`config.mk`:
```
export PLATFORM = sky130hd
export DESIGN_NAME = systematic_hamming_sec_codec
export DESIGN_NICKNAME = d
export VERILOG_FILES = /design/src/design/hsc_pkg.sv /design/src/design/systematic_hamming_sec_codec.sv
export SDC_FILE = /design/constraint.sdc
export NUM_CORES = 1
export LEC_CHECK = 0
export ABC_AREA = 1
export BUFFER_PORTS_ARGS = -buffer_cell sky130_fd_sc_hd__buf_2
export CORE_MARGIN = 2
export CORE_UTILIZATION = 40
export CTS_CLUSTER_SIZE = 12
export DETAILED_ROUTE_END_ITERATION = 7
export HOLD_SLACK_MARGIN = 0.1
export PLACE_DENSITY = 0.65
export SYNTH_ARGS = -nofsm -noshare
export SYNTH_HDL_FRONTEND = slang
export SYNTH_SLANG_ARGS = --single-unit
```
`constraint.sdc`:
```
create_clock -name aclk -period 11.15 [get_ports aclk]
set_clock_uncertainty 0.05 [all_clocks]
set_input_delay 2.23 -clock aclk [delete_from_list [all_inputs] [get_ports aclk]]
set_output_delay 2.23 -clock aclk [all_outputs]
set_load 0.02 [all_outputs]
```
`src/design/hsc_pkg.sv`:
```
// ----------------------------------------------------------------------------
// hsc_pkg
// Shared widths, status codes and check matrix builders for the systematic
// Hamming single-error-correcting codec.
// ----------------------------------------------------------------------------
`default_nettype none

package hsc_pkg;

    localparam int DataW   = 32;
    localparam int CheckW  = 6;
    localparam int PosW    = 5;
    localparam int StatusW = 2;
    localparam int MaxCols = 64;
    localparam int IdxW    = 6;
    localparam int SyndCount = 64;

    localparam logic [StatusW-1:0] StatusNone      = 2'd0;
    localparam logic [StatusW-1:0] StatusCorrected = 2'd1;
    localparam logic [StatusW-1:0] StatusUnmatched = 2'd2;

    typedef logic [MaxCols-1:0][CheckW-1:0] col_table_t;

    typedef struct packed {
        logic            hit;
        logic [IdxW-1:0] idx;
    } lookup_entry_t;

    typedef lookup_entry_t [SyndCount-1:0] lookup_table_t;

    // Columns are all values of weight two in ascending order, then weight
    // three, and so on; unfilled columns stay zero.
    function automatic col_table_t build_columns(input int check_bits);
        col_table_t cols;
        int         filled;
        cols   = '0;
        filled = 0;
        for (int w = 2; w <= check_bits; w++) begin
            for (int v = 0; v < (1 << check_bits); v++) begin
                if ($countones(v) == w && filled < MaxCols) begin
                    cols[filled] = CheckW'(v);
                    filled++;
                end
            end
        end
        return cols;
    endfunction

    // Maps each syndrome to the lowest data bit whose column equals it.
    function automatic lookup_table_t build_lookup(input col_table_t cols,
                                                   input int data_bits);
        lookup_table_t tab;
        tab = '0;
        for (int s = 1; s < SyndCount; s++) begin
            for (int j = MaxCols - 1; j >= 0; j--) begin
                if (j < data_bits && cols[j] == CheckW'(s)) begin
                    tab[s].hit = 1'b1;
                    tab[s].idx = IdxW'(j);
                end
            end
        end
        return tab;
    endfunction

endpackage

`default_nettype wire

```
`src/design/systematic_hamming_sec_codec.sv`:
```
// ----------------------------------------------------------------------------
// systematic_hamming_sec_codec
// Three-stage pipelined systematic Hamming SEC encoder and decoder.
// ----------------------------------------------------------------------------
// Usage:
// Items arrive on the s_ stream: s_tuser carries the mode (0 encode,
// 1 decode), s_tdata the data word and the received check bits. Each item
// yields one result item on the m_ stream with the computed check bits,
// the syndrome, the corrected data, the error position and the status.
// The block takes one item per cycle while m_tready is high. An accepted
// item passes three register stages before it shows on m_tvalid: an input
// register, then a check-bit XOR tree with the syndrome and a syndrome
// table lookup with the bit flip, each followed by a register.
// Every stage holds its own valid bit and loads whenever it is empty or
// the stage after it moves, so bubbles collapse and a stall of the
// receiver backs up the pipeline without losing or repeating an item.
// Up to three items are held while m_tready is low.
// Reset clears all valid bits; the pipeline is empty afterwards.
// ----------------------------------------------------------------------------
`default_nettype none

module systematic_hamming_sec_codec
    import hsc_pkg::*;
#(
    parameter int DATA_BITS  = 32,
    parameter int CHECK_BITS = 6
) (
    input  wire logic        aclk,
    input  wire logic        aresetn,
    input  wire logic        s_tvalid,
    output logic             s_tready,
    // Fields from bit 0: data_word[31:0], check_word[37:32], zero fill.
    input  wire logic [39:0] s_tdata,
    // Fields from bit 0: mode[0].
    input  wire logic [0:0]  s_tuser,
    output logic             m_tvalid,
    input  wire logic        m_tready,
    // Fields from bit 0: check_bits[5:0], syndrome[11:6],
    // corrected_data[43:12], error_position[48:44], status[50:49], zero fill.
    output logic [55:0]      m_tdata
);

    localparam col_table_t    Columns   = build_columns(CHECK_BITS);
    localparam lookup_table_t Lookup    = build_lookup(Columns, DATA_BITS);
    localparam logic [CheckW-1:0] CheckMask = CheckW'((1 << CHECK_BITS) - 1);

    // Stage 1: input register.
    logic              v1_reg;
    logic              mode1_reg;
    logic [DataW-1:0]  data1_reg;
    logic [CheckW-1:0] recv1_reg;

    // Stage 2: check bits and syndrome.
    logic              v2_reg;
    logic [DataW-1:0]  data2_reg;
    logic [CheckW-1:0] check2_reg;
    logic [CheckW-1:0] synd2_reg;
    logic [CheckW-1:0] check2_next;
    logic [CheckW-1:0] synd2_next;

    // Stage 3: output register.
    logic               v3_reg;
    logic [CheckW-1:0]  check3_reg;
    logic [CheckW-1:0]  synd3_reg;
    logic [DataW-1:0]   fixed3_reg;
    logic [PosW-1:0]    pos3_reg;
    logic [StatusW-1:0] status3_reg;
    logic [DataW-1:0]   fixed3_next;
    logic [PosW-1:0]    pos3_next;
    logic [StatusW-1:0] status3_next;
    lookup_entry_t      entry;

    logic ready1;
    logic ready2;
    logic ready3;

    assign ready3   = !v3_reg || m_tready;
    assign ready2   = !v2_reg || ready3;
    assign ready1   = !v1_reg || ready2;
    assign s_tready = ready1;

    always_comb begin
        check2_next = '0;
        for (int j = 0; j < DataW; j++) begin
            if (j < DATA_BITS && data1_reg[j]) begin
                check2_next = check2_next ^ Columns[j];
            end
        end
        check2_next = check2_next & CheckMask;
        synd2_next  = mode1_reg ? ((recv1_reg ^ check2_next) & CheckMask) : '0;
    end

    always_comb begin
        entry        = Lookup[synd2_reg];
        fixed3_next  = data2_reg;
        pos3_next    = '0;
        status3_next = StatusNone;
        if (synd2_reg != '0) begin
            if (entry.hit) begin
                status3_next = StatusCorrected;
                pos3_next    = entry.idx[PosW-1:0];
                if (!entry.idx[IdxW-1]) begin
                    fixed3_next = data2_reg ^ (DataW'(1) << entry.idx[PosW-1:0]);
                end
            end else begin
                status3_next = StatusUnmatched;
            end
        end
    end

    always_ff @(posedge aclk) begin
        if (!aresetn) begin
            v1_reg <= 1'b0;
            v2_reg <= 1'b0;
            v3_reg <= 1'b0;
        end else begin
            if (ready1) begin
                v1_reg <= s_tvalid;
            end
            if (ready2) begin
                v2_reg <= v1_reg;
            end
            if (ready3) begin
                v3_reg <= v2_reg;
            end
        end
    end

    always_ff @(posedge aclk) begin
        if (ready1 && s_tvalid) begin
            mode1_reg <= s_tuser[0];
            data1_reg <= s_tdata[31:0];
            recv1_reg <= s_tdata[37:32];
        end
        if (ready2 && v1_reg) begin
            data2_reg  <= data1_reg;
            check2_reg <= check2_next;
            synd2_reg  <= synd2_next;
        end
        if (ready3 && v2_reg) begin
            check3_reg  <= check2_reg;
            synd3_reg   <= synd2_reg;
            fixed3_reg  <= fixed3_next;
            pos3_reg    <= pos3_next;
            status3_reg <= status3_next;
        end
    end

    assign m_tvalid = v3_reg;
    assign m_tdata  = {5'd0, status3_reg, pos3_reg, fixed3_reg, synd3_reg, check3_reg};

endmodule

`default_nettype wire
```
==> out/qor_table.md <==
| Group | Metric | This run |
|:---|:---|:---|
| power and ir drop | Clock group share of total power | 0.378 |
| floorplanning | Initial core utilization | 0.411 |
| sta | Setup tns final | 0 ns |
| worst setup path | Arr. time, crit path | 2.87 ns |
| worst setup path | Worst Setup End Kind | primary output |
| sta | Final number of max-transition violations | 0 |
| place | Routability cong. | 0.854 |
| power and ir drop | Peak supply drop | 106 uV |
| global routing | Number of antenna violations at the first check in global routing | 0 |
| layout | Synth-to-Final Area Change | 17.9% |
| clocking | Clock sinks | 143 |
| worst setup path | Crit-path leading delay family | buffers and inverters |
| floorplanning | Number of top-level design ports | 103 |
| layout | Fraction of final layout cells sized beyond drive strength 1 | 0.198 |
| clocking | CTS root buf | sky130_fd_sc_hd__clkbuf_16 |
| global routing | Number of global-route vias before repair | 4142 |
| run | Total of max-cap violations | 0 |
| sta | Setup violation total in the final timing report | 0 |
| global routing | Global-route met3 utilization | 0.0375 |
| global routing | Combined global-route utilization of all metal layers | 0.158 |
| yosys | Cell Area, Synth | 0.00685 sq mm |
| sta | Unrepaired setup endpoints after global routing | no |
| yosys | Number of enable flip-flop cells after synthesis | 134 |
| power and ir drop | Int Pwr | 1.00 mW |
| power and ir drop | Power Dens Cells | 171 mW/mm^2 |
| clocking | Hold-fix buffers, CTS | 0 |
| worst setup path | Startpoint type of the worst setup path | input pin |
| yosys | Top cells by area, synth | sky130_fd_sc_hd__edfxtp_1 (59%), sky130_fd_sc_hd__nand2_1 (9.4%), sky130_fd_sc_hd__xor2_1 (7.7%), sky130_fd_sc_hd__xnor2_1 (3.8%), sky130_fd_sc_hd__inv_1 (3.4%) |
| worst setup path | Critical path peak fanout | 3 |
| power and ir drop | Proportion of total power due to net switching | 0.273 |
| yosys | Yosys warns | 0 |
| sta | Crit share post-route | 0.462 |
| yosys | Most area-hungry cell type in the Yosys netlist | sky130_fd_sc_hd__edfxtp_1 |
| sta | Worst hold-check slack | 0.367 ns |
| routing | Count of TritonRoute iterations in the first routing pass | 4 |
| worst hold path | Min-delay worst type | flip-flop to flip-flop |
| floorplanning | Die Y-Extent | 135 um |
| clocking | Number of instances resized during post-cts repair | 0 |
| floorplanning | Core outline area | 0.0166 sq mm |
| power and ir drop | Switching power | 0.377 mW |
| clocking | Setup bufs post-CTS | 0 |
| worst setup path | Cell chain of the critical path | buf_2 > inv_1 > nand2_1 > nor2_1 > nand2_1 > buf_2 |
| routing | Post-DR wirelength/cell | 13.9 um |
| routing | Initial DRC count | 234 |
| routing | Routed vias | 4386 |
| routing | Drt via density | 4.51 |
| worst setup path | Slowest library cell on the worst path | sky130_fd_sc_hd__buf_2 |
| floorplanning | Floorplan die area | 0.0182 sq mm |
| clocking | CTS clk-pin slew, worst paths | 0.05 ns |
| yosys | Sequential fraction of the synthesis area | 0.614 |
| layout | Number of non-filler instances in the completed layout | 973 |
| worst setup path | Largest incremental delay on the critical path | 0.17 ns |
| clocking | Buffer levels on the longest clock path | 2 |
| sta | Post-layout minimum cycle time | 5.15 ns |
| power and ir drop | Proportion of power drawn by combinational gates | 0.146 |
| yosys | Fraction of synthesized cell area taken by the top area cell type | 0.588 |
| global routing | Routing usage on met2 | 0.255 |
| run status | Result of the run | finished clean |
| power and ir drop | Leak Pwr | 3.48 nW |
| layout | Number of nets in the final layout | 792 |
| clocking | CTS tree | built |
| global routing | Most used routing layer | met2 |
| global routing | Wire length of the first global-routing pass | 21.4 mm |
| yosys | Dominant cell by count in the synthesized netlist | sky130_fd_sc_hd__nand2_1 |
| worst setup path | CP required | 8.87 ns |
| floorplanning | Die Span X | 135 um |
| routing | Detail Route Antenna Nets | 0 |
| yosys | Share of flip-flops with an asynchronous set or reset after synthesis | 0 |
| power and ir drop | Share of power burned in registers | 0.476 |
| yosys | Top_reg_cell synth | sky130_fd_sc_hd__edfxtp_1 |
| global routing | Met1 GRT Util | 0.207 |
| layout | Diode count | 0 |
| yosys | Post-Synthesis Mean Instance Area | 10.7 sq um |
| yosys | Commonest cells post-synth | sky130_fd_sc_hd__nand2_1 (171), sky130_fd_sc_hd__edfxtp_1 (134), sky130_fd_sc_hd__inv_1 (62) |
| routing | Total Routed Length | 13.5 mm |
| place | Count of input and output buffers | 95 |
| sta | Upper clock frequency limit | 194 MHz |
| sta | Worst-Margin Slew | 0.702 ns |
| global routing | Largest net degree at the start of global routing | 52 |
| sta | Count of endpoints failing hold in the final timing report | 0 |
| clocking | Cts bufs inserted | 17 |
| routing | Drt drc | 0 |
| yosys | Cell count after synthesis | 638 |
| floorplanning | Number of placement rows | 47 |
| clocking | Latest clock arrival within the worst-skew pair | 0.42 ns |
| place | Placed Instances | 942 |
| worst setup path | Critical path type | input pin to primary output |
| clocking | Total number of H-tree levels | 4 |
| sta | Relative max-transition margin | 0.527 |
| yosys | Netlist cell types | 33 |
| yosys | Synthesis-stage register bit count | 143 |
| worst setup path | Crit path buf inv count | 3 |
| place | Detailed-placement wirelength estimate | 10.1 mm |
| global routing | Remaining Overflow, GRT | 0 |
[cell type report]
| type | instances | area [sq um] |
|---|---|---|
| Tap cell | 220 | 275 |
| Multi-Input combinational cell | 414 | 2300 |
| Inverter | 67 | 251 |
| Timing Repair Buffer | 98 | 498 |
| Sequential cell | 143 | 4200 |
| Clock buffer | 19 | 433 |
| Fill cell | 1529 | 8570 |
| Clock inverter | 12 | 111 |
[worst register-to-register path, cell delays in order (launching register included)]
cell,delay [ns]
sky130_fd_sc_hd__edfxtp_1,0.52
sky130_fd_sc_hd__xnor2_1,0.34
sky130_fd_sc_hd__nand3b_1,0.16
sky130_fd_sc_hd__nand2_1,0.07
sky130_fd_sc_hd__inv_1,0.05
sky130_fd_sc_hd__nand2_1,0.05
sky130_fd_sc_hd__nand2_1,0.05
sky130_fd_sc_hd__nand2_1,0.06
sky130_fd_sc_hd__nand2_1,0.10
sky130_fd_sc_hd__nand2_1,0.06
sky130_fd_sc_hd__nand3_1,0.11
sky130_fd_sc_hd__nand2_1,0.06
sky130_fd_sc_hd__o21ai_0,0.27
sky130_fd_sc_hd__inv_1,0.21
sky130_fd_sc_hd__ha_1,0.23
sky130_fd_sc_hd__inv_1,0.07
sky130_fd_sc_hd__nand2_1,0.07
sky130_fd_sc_hd__nand2_1,0.07
sky130_fd_sc_hd__nand2_1,0.06
sky130_fd_sc_hd__nand2_1,0.08
sky130_fd_sc_hd__nand2_1,0.04
sky130_fd_sc_hd__nand2_1,0.06
sky130_fd_sc_hd__nand2_1,0.07
sky130_fd_sc_hd__nand2_1,0.09
[final timing paths]
check,slack (ns),to,cells after the start,from
min reg2reg,0.37,check3_reg[0],0,check2_reg[0]
max reg2reg,8.09,entry[3],23,data1_reg[26]
max,6.00,s_tready,6,m_tready
min,0.37,check3_reg[0],0,check2_reg[0]
[routing by layer]
metal / wire length, um / vias to the layer above / share of wire
met1: 6180 / 2007 / 0.46
li1: - / 2283 / -
met5: 0 / - / 0
met4: 178 / 0 / 0.013
met3: 549 / 12 / 0.041
met2: 6600 / 84 / 0.49
[power by group through the flow]
| stage | Combinational [mW] | Clock [mW] | Sequential (mW) |
|---|---|---|---|
| floorplan | 0.156 | 0 | 0.661 |
| global placement | 0.200 | 0 | 0.668 |
| detailed placement | 0.203 | 0 | 0.669 |
| CTS | 0.204 | 0.535 | 0.658 |
| global route | 0.230 | 0.558 | 0.662 |
| finish | 0.202 | 0.521 | 0.657 |
[cell usage in the layout (no fill, tap or decap), types with 6 or more instances in the layout]
cell and n:
sky130_fd_sc_hd__nand2_1 171, sky130_fd_sc_hd__clkbuf_16 17, sky130_fd_sc_hd__nand2_2 9, sky130_fd_sc_hd__nand3_1 35, sky130_fd_sc_hd__a21oi_1 6, sky130_fd_sc_hd__edfxtp_1 134, sky130_fd_sc_hd__buf_2 95, sky130_fd_sc_hd__dfxtp_1 9
sky130_fd_sc_hd__nor2_1 48, sky130_fd_sc_hd__inv_1 61, sky130_fd_sc_hd__ha_1 6, sky130_fd_sc_hd__nand4_1 16, sky130_fd_sc_hd__xnor2_1 30, sky130_fd_sc_hd__nand3b_1 8, sky130_fd_sc_hd__xor2_1 60
[stage by stage]
stage,area (sq um),total power [mW],worst slack [ns],util
after floorplan,6860,0.817,5.88,-
after global placement,7530,0.869,5.99,0.452
after detailed placement,7530,0.872,5.98,0.452
after CTS,8070,1.40,5.99,0.485
after global routing,8070,1.45,5.91,0.485
final,8070,1.38,6.00,0.485
[cells by family after synthesis]
kind of cell,after synthesis,share of synthesized area
adder cells (fa/ha/maj),6,0.0110
buffers and inverters,85,0.0539
XOR/XNOR,90,0.115
other,1,0.000548
AO/OA/AOI/OAI,16,0.0159
flip-flops,143,0.614
AND/OR/NAND/NOR,297,0.189
Note: power is estimated with default switching activity, not from simulation.
